$ cat src/rtl/cbc_pkg.sv
// Shared types, codes and reset values of the cartridge bank controller.
package cbc_pkg;

	localparam int ADDR_W     = 16;
	localparam int BYTE_W     = 8;
	localparam int ROM_ADDR_W = 23;
	localparam int RAM_ADDR_W = 17;
	localparam int KIND_W     = 3;
	localparam int TGT_W      = 3;
	localparam int CFG_IDX_W  = 2;
	localparam int CFG_DATA_W = 23;
	localparam int S_DATA_W   = 24;
	localparam int M_DATA_W   = 32;

	localparam logic [KIND_W-1:0] KIND_NONE = 3'd0;
	localparam logic [KIND_W-1:0] KIND_MBC1 = 3'd1;
	localparam logic [KIND_W-1:0] KIND_MBC2 = 3'd2;
	localparam logic [KIND_W-1:0] KIND_MBC3 = 3'd3;
	localparam logic [KIND_W-1:0] KIND_MBC5 = 3'd4;

	localparam logic [TGT_W-1:0] TGT_CTRL_WR = 3'd0;
	localparam logic [TGT_W-1:0] TGT_ROM_RD  = 3'd1;
	localparam logic [TGT_W-1:0] TGT_RAM_RD  = 3'd2;
	localparam logic [TGT_W-1:0] TGT_RAM_WR  = 3'd3;
	localparam logic [TGT_W-1:0] TGT_ZERO_RD = 3'd4;
	localparam logic [TGT_W-1:0] TGT_CLK_RD  = 3'd5;
	localparam logic [TGT_W-1:0] TGT_DROP_WR = 3'd6;

	localparam logic [CFG_IDX_W-1:0] CFG_CART_KIND = 2'd0;
	localparam logic [CFG_IDX_W-1:0] CFG_ROM_LIMIT = 2'd1;
	localparam logic [CFG_IDX_W-1:0] CFG_RAM_LIMIT = 2'd2;
	localparam logic [CFG_IDX_W-1:0] CFG_CLOCK_EN  = 2'd3;

	localparam logic [ROM_ADDR_W-1:0] ROM_LIMIT_RESET = 23'h007fff;
	localparam logic [BYTE_W-1:0]     CLK_BANK_MAX    = 8'd7;

	typedef struct packed {
		logic [BYTE_W-1:0] bank_low;
		logic [BYTE_W-1:0] bank_high;
		logic [BYTE_W-1:0] ram_page;
		logic              ram_en;
		logic              bank_mode;
	} bank_state_t;

	typedef struct packed {
		logic [KIND_W-1:0]     kind;
		logic [ROM_ADDR_W-1:0] rom_limit;
		logic [RAM_ADDR_W-1:0] ram_limit;
		logic                  clock_en;
	} cart_cfg_t;

endpackage

$ cat src/rtl/cbc_bank_regs.sv
// Configuration registers and bank state with the per-kind control write decode.
module cbc_bank_regs import cbc_pkg::*; (
	input  logic                  clk,
	input  logic                  arst_n,
	input  logic                  cfg_we,
	input  logic [CFG_IDX_W-1:0]  cfg_index,
	input  logic [CFG_DATA_W-1:0] cfg_data,
	input  logic                  ctrl_we,
	input  logic [ADDR_W-1:0]     ctrl_address,
	input  logic [BYTE_W-1:0]     ctrl_data,
	output cart_cfg_t             cfg,
	output bank_state_t           bank
);

	cart_cfg_t   cfg_q;
	bank_state_t bank_q;
	bank_state_t bank_nxt;
	logic        en_nibble;
	logic [2:0]  region;
	logic [3:0]  region4k;

	assign en_nibble = (ctrl_data[3:0] == 4'ha);
	assign region    = ctrl_address[15:13];
	assign region4k  = ctrl_address[15:12];

	always_comb begin
		bank_nxt = bank_q;
		unique case (cfg_q.kind)
			KIND_MBC1: begin
				priority case (region)
					3'd0: bank_nxt.ram_en = en_nibble;
					3'd1: begin
						bank_nxt.bank_low = {3'b000, ctrl_data[4:0]};
						if (ctrl_data[4:0] == 5'd0) begin
							bank_nxt.bank_low = 8'd1;
						end
					end
					3'd2: bank_nxt.bank_high = {6'd0, ctrl_data[1:0]};
					3'd3: bank_nxt.bank_mode = ctrl_data[0];
					default: ;
				endcase
			end
			KIND_MBC2: begin
				if (ctrl_address[15:14] == 2'b00) begin
					if (ctrl_address[8]) begin
						bank_nxt.bank_high = {4'd0, ctrl_data[3:0]};
						if (ctrl_data[3:0] == 4'd0) begin
							bank_nxt.bank_high = 8'd1;
						end
					end else begin
						bank_nxt.ram_en = en_nibble;
					end
				end
			end
			KIND_MBC3: begin
				priority case (region)
					3'd0: bank_nxt.ram_en = en_nibble;
					3'd1: begin
						bank_nxt.bank_high = {1'b0, ctrl_data[6:0]};
						if (ctrl_data[6:0] == 7'd0) begin
							bank_nxt.bank_high = 8'd1;
						end
					end
					3'd2: bank_nxt.ram_page = ctrl_data;
					default: ;
				endcase
			end
			KIND_MBC5: begin
				priority if (region == 3'd0) begin
					bank_nxt.ram_en = (ctrl_data == 8'h0a);
				end else if (region4k == 4'h2) begin
					bank_nxt.bank_high = ctrl_data;
				end else if (region4k == 4'h3) begin
					bank_nxt.bank_low = {7'd0, ctrl_data[0]};
				end else if (region == 3'd2) begin
					bank_nxt.ram_page = {4'd0, ctrl_data[3:0]};
				end
			end
			default: begin
				priority case (region)
					3'd0: bank_nxt.ram_en = en_nibble;
					3'd1: bank_nxt.bank_high = ctrl_data;
					3'd2: bank_nxt.ram_page = ctrl_data;
					default: ;
				endcase
			end
		endcase
	end

	always_ff @(posedge clk or negedge arst_n) begin
		if (!arst_n) begin
			cfg_q.kind       <= KIND_NONE;
			cfg_q.rom_limit  <= ROM_LIMIT_RESET;
			cfg_q.ram_limit  <= '0;
			cfg_q.clock_en   <= 1'b0;
			bank_q.bank_low  <= 8'd0;
			bank_q.bank_high <= 8'd1;
			bank_q.ram_page  <= 8'd0;
			bank_q.ram_en    <= 1'b0;
			bank_q.bank_mode <= 1'b0;
		end else if (cfg_we) begin
			unique case (cfg_index)
				CFG_CART_KIND: begin
					cfg_q.kind <= cfg_data[KIND_W-1:0];
					if (cfg_data[KIND_W-1:0] == KIND_MBC1) begin
						bank_q.bank_low  <= 8'd1;
						bank_q.bank_high <= 8'd0;
					end else begin
						bank_q.bank_low  <= 8'd0;
						bank_q.bank_high <= 8'd1;
					end
				end
				CFG_ROM_LIMIT: cfg_q.rom_limit <= cfg_data[ROM_ADDR_W-1:0];
				CFG_RAM_LIMIT: cfg_q.ram_limit <= cfg_data[RAM_ADDR_W-1:0];
				CFG_CLOCK_EN:  cfg_q.clock_en <= cfg_data[0];
			endcase
		end else if (ctrl_we) begin
			bank_q <= bank_nxt;
		end
	end

	assign cfg  = cfg_q;
	assign bank = bank_q;

	a_mbc1_low_nonzero: assert property (@(posedge clk) disable iff (!arst_n)
		(cfg_q.kind == KIND_MBC1)
			|-> (bank_q.bank_low != 8'd0 && bank_q.bank_low[7:5] == 3'd0))
		else $error("MBC1 low bank out of range");

	a_mbc23_high_nonzero: assert property (@(posedge clk) disable iff (!arst_n)
		(cfg_q.kind == KIND_MBC2 || cfg_q.kind == KIND_MBC3) |-> (bank_q.bank_high != 8'd0))
		else $error("MBC2/MBC3 ROM bank is zero");

	a_ctrl_only_state: assert property (@(posedge clk) disable iff (!arst_n)
		(!cfg_we && !ctrl_we) |=> ($stable(bank_q) && $stable(cfg_q)))
		else $error("Bank state changed without a write");

endmodule

$ cat src/rtl/cbc_translate.sv
// Access decode and ROM/RAM address translation for one bus access.
module cbc_translate import cbc_pkg::*; (
	input  logic                  mode,
	input  logic [ADDR_W-1:0]     address,
	input  logic [BYTE_W-1:0]     write_data,
	input  cart_cfg_t             cfg,
	input  bank_state_t           bank,
	output logic [TGT_W-1:0]      target,
	output logic [ROM_ADDR_W-1:0] phys_addr,
	output logic [BYTE_W-1:0]     data_out,
	output logic                  ctrl_wr
);

	logic                  low_rom;
	logic                  in_ram;
	logic                  clk_sel;
	logic [8:0]            rom_bank;
	logic [8:0]            high_m1;
	logic [ROM_ADDR_W-1:0] rom_raw;
	logic [RAM_ADDR_W-1:0] ram_raw;

	assign low_rom = (address[15:14] == 2'b00);
	assign in_ram  = (address[15:13] == 3'b101);
	assign clk_sel = cfg.clock_en && (bank.ram_page > CLK_BANK_MAX);
	assign high_m1 = {1'b0, bank.bank_high} - 9'd1;

	always_comb begin
		rom_bank = {1'b0, bank.bank_high};
		rom_raw  = {7'd0, address};
		ram_raw  = {bank.ram_page[3:0], address[12:0]};
		unique case (cfg.kind)
			KIND_MBC1: begin
				rom_bank = bank.bank_mode ? {1'b0, bank.bank_low}
					: ({1'b0, bank.bank_low} | {bank.bank_high[3:0], 5'd0});
				rom_raw  = low_rom ? {7'd0, address} : {rom_bank, address[13:0]};
				ram_raw  = bank.bank_mode ? {bank.bank_high[3:0], address[12:0]}
					: {4'd0, address[12:0]};
			end
			KIND_MBC2: begin
				rom_raw = low_rom ? {7'd0, address} : {rom_bank, address[13:0]};
				ram_raw = {8'd0, address[8:0]};
			end
			KIND_MBC3: begin
				rom_raw = low_rom ? {7'd0, address} : {rom_bank, address[13:0]};
				ram_raw = {2'd0, bank.ram_page[1:0], address[12:0]};
			end
			KIND_MBC5: begin
				rom_bank = {bank.bank_low[0], bank.bank_high};
				rom_raw  = low_rom ? {7'd0, address} : {rom_bank, address[13:0]};
			end
			default: begin
				rom_raw = {7'd0, address} + (low_rom ? {1'b0, bank.bank_low, 14'd0}
					: {high_m1, 14'd0});
			end
		endcase
	end

	always_comb begin
		target    = TGT_CTRL_WR;
		phys_addr = '0;
		data_out  = '0;
		ctrl_wr   = 1'b0;
		priority if (in_ram) begin
			priority if (!bank.ram_en) begin
				target = mode ? TGT_DROP_WR : TGT_ZERO_RD;
			end else if (clk_sel) begin
				if (mode) begin
					target = TGT_DROP_WR;
				end else begin
					target    = TGT_CLK_RD;
					phys_addr = {15'd0, bank.ram_page};
				end
			end else begin
				phys_addr = {6'd0, ram_raw & cfg.ram_limit};
				if (mode) begin
					target   = TGT_RAM_WR;
					data_out = write_data;
				end else begin
					target = TGT_RAM_RD;
				end
			end
		end else if (mode) begin
			target  = TGT_CTRL_WR;
			ctrl_wr = 1'b1;
		end else begin
			target    = TGT_ROM_RD;
			phys_addr = rom_raw & cfg.rom_limit;
		end
	end

endmodule

$ cat src/rtl/cartridge_bank_controller.sv
// Top level of the cartridge bank controller: input stage, result register and glue.
//
// Each word on the slave stream is one cartridge bus access: s_tuser is the
// access kind (read or write), s_tdata carries the bus address and the byte
// written. Each access yields exactly one word on the master stream: m_tuser
// is the target code, m_tdata the translated ROM/RAM byte address (or clock
// register number) and the byte to store for a RAM write.
// An accepted word is held in an input stage, where the access is decoded
// against the current bank state; when the word advances, the result is
// loaded into the output register and a control write updates the bank
// registers, so the following access already sees the new banks.
// One word is accepted in every cycle while results are taken.
// When the receiver stalls, the result stays in the output register and the
// input stage still takes one more word; s_tready then drops until m_tready
// returns. Reset empties both stages and loads the register reset values
// (no controller, ROM mask 0x7FFF, RAM mask zero, no clock).
// Configuration writes through cfg_we are to be issued only while no word is
// in flight.
module cartridge_bank_controller import cbc_pkg::*; (
	input  logic                  clk,
	input  logic                  arst_n,
	input  logic                  cfg_we,
	input  logic [CFG_IDX_W-1:0]  cfg_index,
	input  logic [CFG_DATA_W-1:0] cfg_data,
	input  logic                  s_tvalid,
	output logic                  s_tready,
	input  logic [S_DATA_W-1:0]   s_tdata,  // address[15:0], write_data[23:16]
	input  logic                  s_tuser,  // mode
	output logic                  m_tvalid,
	input  logic                  m_tready,
	output logic [M_DATA_W-1:0]   m_tdata,  // phys_addr[22:0], data_out[30:23], zero[31]
	output logic [TGT_W-1:0]      m_tuser   // target
);

	logic                  valid_s1;
	logic                  mode_s1;
	logic [ADDR_W-1:0]     address_s1;
	logic [BYTE_W-1:0]     wdata_s1;
	logic                  valid_s2;
	logic [TGT_W-1:0]      target_s2;
	logic [ROM_ADDR_W-1:0] phys_s2;
	logic [BYTE_W-1:0]     dout_s2;
	logic                  advance;
	logic                  accept;
	logic [TGT_W-1:0]      target_c;
	logic [ROM_ADDR_W-1:0] phys_c;
	logic [BYTE_W-1:0]     dout_c;
	logic                  ctrl_wr_c;
	cart_cfg_t             cfg;
	bank_state_t           bank;

	assign advance  = valid_s1 && (!valid_s2 || m_tready);
	assign s_tready = !valid_s1 || advance;
	assign accept   = s_tvalid && s_tready;

	cbc_bank_regs u_regs (
		.clk          (clk),
		.arst_n       (arst_n),
		.cfg_we       (cfg_we),
		.cfg_index    (cfg_index),
		.cfg_data     (cfg_data),
		.ctrl_we      (advance && ctrl_wr_c),
		.ctrl_address (address_s1),
		.ctrl_data    (wdata_s1),
		.cfg          (cfg),
		.bank         (bank)
	);

	cbc_translate u_xlate (
		.mode       (mode_s1),
		.address    (address_s1),
		.write_data (wdata_s1),
		.cfg        (cfg),
		.bank       (bank),
		.target     (target_c),
		.phys_addr  (phys_c),
		.data_out   (dout_c),
		.ctrl_wr    (ctrl_wr_c)
	);

	always_ff @(posedge clk or negedge arst_n) begin
		if (!arst_n) begin
			valid_s1 <= 1'b0;
		end else if (s_tready) begin
			valid_s1 <= s_tvalid;
		end
	end

	always_ff @(posedge clk) begin
		if (accept) begin
			mode_s1    <= s_tuser;
			address_s1 <= s_tdata[ADDR_W-1:0];
			wdata_s1   <= s_tdata[ADDR_W+BYTE_W-1:ADDR_W];
		end
	end

	always_ff @(posedge clk or negedge arst_n) begin
		if (!arst_n) begin
			valid_s2 <= 1'b0;
		end else if (!valid_s2 || m_tready) begin
			valid_s2 <= valid_s1;
		end
	end

	always_ff @(posedge clk) begin
		if (advance) begin
			target_s2 <= target_c;
			phys_s2   <= phys_c;
			dout_s2   <= dout_c;
		end
	end

	assign m_tvalid = valid_s2;
	assign m_tuser  = target_s2;
	assign m_tdata  = {1'b0, dout_s2, phys_s2};

	a_ready_only_when_full: assert property (@(posedge clk) disable iff (!arst_n)
		!s_tready |-> (valid_s1 && valid_s2 && !m_tready))
		else $error("Input stalled while a stage is free");

	a_s1_holds: assert property (@(posedge clk) disable iff (!arst_n)
		(valid_s1 && !advance) |=> (valid_s1 && $stable(address_s1) && $stable(mode_s1)
			&& $stable(wdata_s1)))
		else $error("Input stage lost a pending word");

	a_s2_loads: assert property (@(posedge clk) disable iff (!arst_n)
		advance |=> valid_s2)
		else $error("Result register missed a word");

endmodule
$ cat config.mk
export PLATFORM = sky130hd
export DESIGN_NAME = cartridge_bank_controller
export DESIGN_NICKNAME = d
export VERILOG_FILES = /design/src/rtl/cbc_pkg.sv /design/src/rtl/cbc_bank_regs.sv /design/src/rtl/cbc_translate.sv /design/src/rtl/cartridge_bank_controller.sv
export SDC_FILE = /design/constraint.sdc
export NUM_CORES = 1
export LEC_CHECK = 0
export BUFFER_PORTS_ARGS = -buffer_cell sky130_fd_sc_hd__buf_2
export CORE_MARGIN = 5
export CORE_UTILIZATION = 59
export CTS_BUF_LIST = sky130_fd_sc_hd__clkbuf_2 sky130_fd_sc_hd__clkbuf_4 sky130_fd_sc_hd__clkbuf_8
export CTS_CLUSTER_DIAMETER = 50
export CTS_CLUSTER_SIZE = 28
export DETAILED_ROUTE_END_ITERATION = 16
export PLACE_DENSITY = 0.79
export SLEW_MARGIN = 30
export SYNTH_ARGS = -nofsm -noshare
export SYNTH_HDL_FRONTEND = slang
export SYNTH_SLANG_ARGS = --single-unit
$ cat constraint.sdc
create_clock -name clk -period 3.3 [get_ports clk]
set_clock_uncertainty 0.1 [all_clocks]
set_input_delay 0.165 -clock clk [delete_from_list [all_inputs] [get_ports clk]]
set_output_delay 0.165 -clock clk [all_outputs]
set_load 0.05 [all_outputs]
==> key figures <==
Worst setup path
  – Critical Path End Type: register
  – Arrival time worst endpoint: around 2900 ps
  – WP data required: about 3400 ps
  – Reg-to-reg slack, setup: 500 ps
  – WS Path Type: reg2reg
  – Maximum fanout along the worst path: 9
  – Critical Path Source Type: register

Drt
  – ANT nets after route: 0
  – Pre-Repair DR Iteration Count: 5
  – Drt wl/cell: roughly 21 µm
  – WL final: around 17000 µm
  – DRC viols: 0
  – Iteration-0 DRC Markers: 480
  – Drt via density: 5.96
  – Routed via count: 4782

Timing
  – Final period util: 0.847
  – Worst slew pin tran: between 900 and 1000 ps
  – Final setup fails: 0
  – Setup WS post-layout: roughly 500 ps
  – RSZ-0062 raised after global routing: false
  – Final min period: between 2000 and 3000 ps
  – Final TNS setup: 0 ps
  – Slew headroom: 0.336
  – Final Hold Viols: 0
  – Max Slew Vio Count: 0
  – Maximum clock rate: 358 MHz

Yosys
  – Flops & latches, synth: 128
  – Mapped Avg Cell Area: 12.2 µm²
  – Synth top area cells: edfxtp_1 29%, dfrtp_1 22%, mux2_2 8.6%, dfstp_2 6.8%, a22o_1 2.8%
  – Net Count, Synth: 564
  – Synthesized area: a little over 0.006 mm²
  – Area leader, netlist: edfxtp_1
  – Count of cell types in the netlist: 68
  – Main synth FF type: edfxtp_1
  – Cells after Synth: about 500
  – Post-synth EDFFs: 59
  – Async SR Flop Fraction: 0.539
  – Synthesis warning total: 0
  – Most frequent cells after synthesis: 59 x edfxtp_1, 53 x dfrtp_1, 47 x mux2_2
  – Register area share after synthesis: 0.572
  – Most numerous cell in the Yosys netlist: edfxtp_1
  – Top-area cell type share of the netlist area: 0.288

CTS
  – Htree depth: 4
  – CTS sink count: between 100 and 150
  – TritonCTS clock tree: done
  – Clk Latency, worst-skew pair: between 400 and 500 ps
  – Clock buffer depth: 2
  – Clk slew on worst S/H paths: around 70 ps
  – CTS Buf Count: 17
  – Root Driver: clkbuf_8

Global route
  – GRT overflow: 0
  – First-pass GRT wire length: around 27000 µm
  – Total GRT Usage: 0.276
  – Number of global-route vias before repair: 4904
  – Initial antenna violation count: 0
  – Largest net degree at the start of global routing: 70

Cells and area
  – Non-Filler Instances: about 800
  – P&R area growth vs syn: 25.5%
  – Fin nets: 715
  – Ant. Diodes: 0
  – Share of cells above drive strength 1: 0.325
  – Filler instances: ~660

Place
  – Final Wtd Congestion: slightly below 0.9
  – Worst slack at placement: 540 ps
  – Dpl hpwl: ~11000 µm
  – Dpl cells: 717
  – Port Buffers: 90

Pwr
  – VDD IR max: between 0.0004 and 0.0005 V
  – Pwr Density: 625 mW/mm²
  – Leak: 3.20 nW

Worst hold path
  – Hold Path Class: in2reg

Floorplan
  – Initial cell density of the core: 0.601
  – Full die area: between 0.01 and 0.015 mm²
  – Die height: around 110 µm
  – Row cnt: 37
  – Core Region: between 0.01 and 0.015 mm²
  – Num ports: 92
  – Die W: 112 µm

Run status
  – Status: completed

Run
  – Max Cap Viol: 0
## flip-flops by register name, indices dropped and copies added, names as in the netlist
register     count
u_regs.bank     23
valid_s1         1
address_s1      16
wdata_s1         8
dout_s2          8
m_tuser          3
mode_s1          1
phys_s2         23
m_tvalid         1
u_regs.cfg      44
## per-stage QoR
stage               hold WS, ps   util  total power [mW]  instance area (µm²)
floorplan                  -231      -              2.99                 6150
global placement            242  0.659              3.28                 6740
detailed placement          243  0.659              3.31                 6740
CTS                        1.19  0.754              4.82                 7710
global route               4.12  0.754              5.07                 7710
finish                     35.1  0.754              4.82                 7710
## cell type report
type	count	area [µm²]	area share
clock buffers	22	272	0.0352
clock inverters	10	160	0.0208
inverters	20	75.1	0.00973
multi-input cells	328	2410	0.313
flip-flops and latches	128	3520	0.456
well taps	136	170	0.0221
repair buffers	159	1110	0.144
## metal layers
layer / up-vias / wire [µm] / global-route usage
li1: 2165 / - / -
met1: 2363 / 6590 / 0.346
met2: 211 / 8470 / 0.461
met3: 43 / 1010 / 0.0706
met4: 0 / 490 / 0.111
met5: - / 0 / 0
## final timing paths
check	from	to	depth (start not counted)
worst max-delay path	u_regs.bank[10]	phys_s2[18]	10
max in group asynchronous	arst_n	u_regs.bank[17]	3
worst max register to register	u_regs.bank[10]	phys_s2[18]	10
worst min-delay path	cfg_we	u_regs.cfg[0]	3
min in group asynchronous	arst_n	u_regs.cfg[11]	3
worst min register to register	u_regs.cfg[17]	u_regs.cfg[17]	1
## layout by cell type (no fill, tap or decap), drive strengths merged, types with 5 or more instances in the layout
master	synthesis	layout
clkinv	0	5
dfrtp	53	53
xnor2	7	7
nand2	28	28
inv	20	21
nor3	9	9
a21oi	19	19
nor2	21	21
mux2	47	47
and2	14	14
xor2	6	6
o22ai	10	10
a22oi	10	10
dlygate4sd3	0	54
nand3	28	28
nand2b	7	7
a22o	20	20
mux2i	7	7
nor2b	11	11
dfstp	16	16
o21ai	21	21
clkbuf	13	22
edfxtp	59	59
nor4	6	6
ha	5	5
buf	14	105
## repair_timing
action / CTS / global route
endpoints found under the hold margin: 124 / 0
gates resized for setup: 0 / 0
hold buffers: 54 / 0
buffers inserted: 0 / 0
## where the power goes
part / internal [mW] / switching, mW / total (mW)
clock network: 0.865 / 0.601 / 1.47
logic: 0.503 / 0.693 / 1.20
registers: 1.94 / 0.221 / 2.16
total: 3.31 / 1.51 / 4.82
## kinds of logic after synthesis
family	count (synthesis)	share of synthesized area
buf+inv	47	0.0356
other cells	1	0.000610
xor+xnor	13	0.0197
compound gates	109	0.128
flops	128	0.572
simple gates	145	0.132
fa+ha+maj	6	0.0134
mux	54	0.0975
## critical path: stages (launching register included)
cell	delay (ps)
dfstp_2	620
inv_1	80
ha_1	290
a21oi_1	240
fa_1	270
o31a_1	140
o21a_1	240
nand2_1	80
a32oi_1	240
xor2_1	160
o22ai_1	90
(Power assumes the default switching activity.)
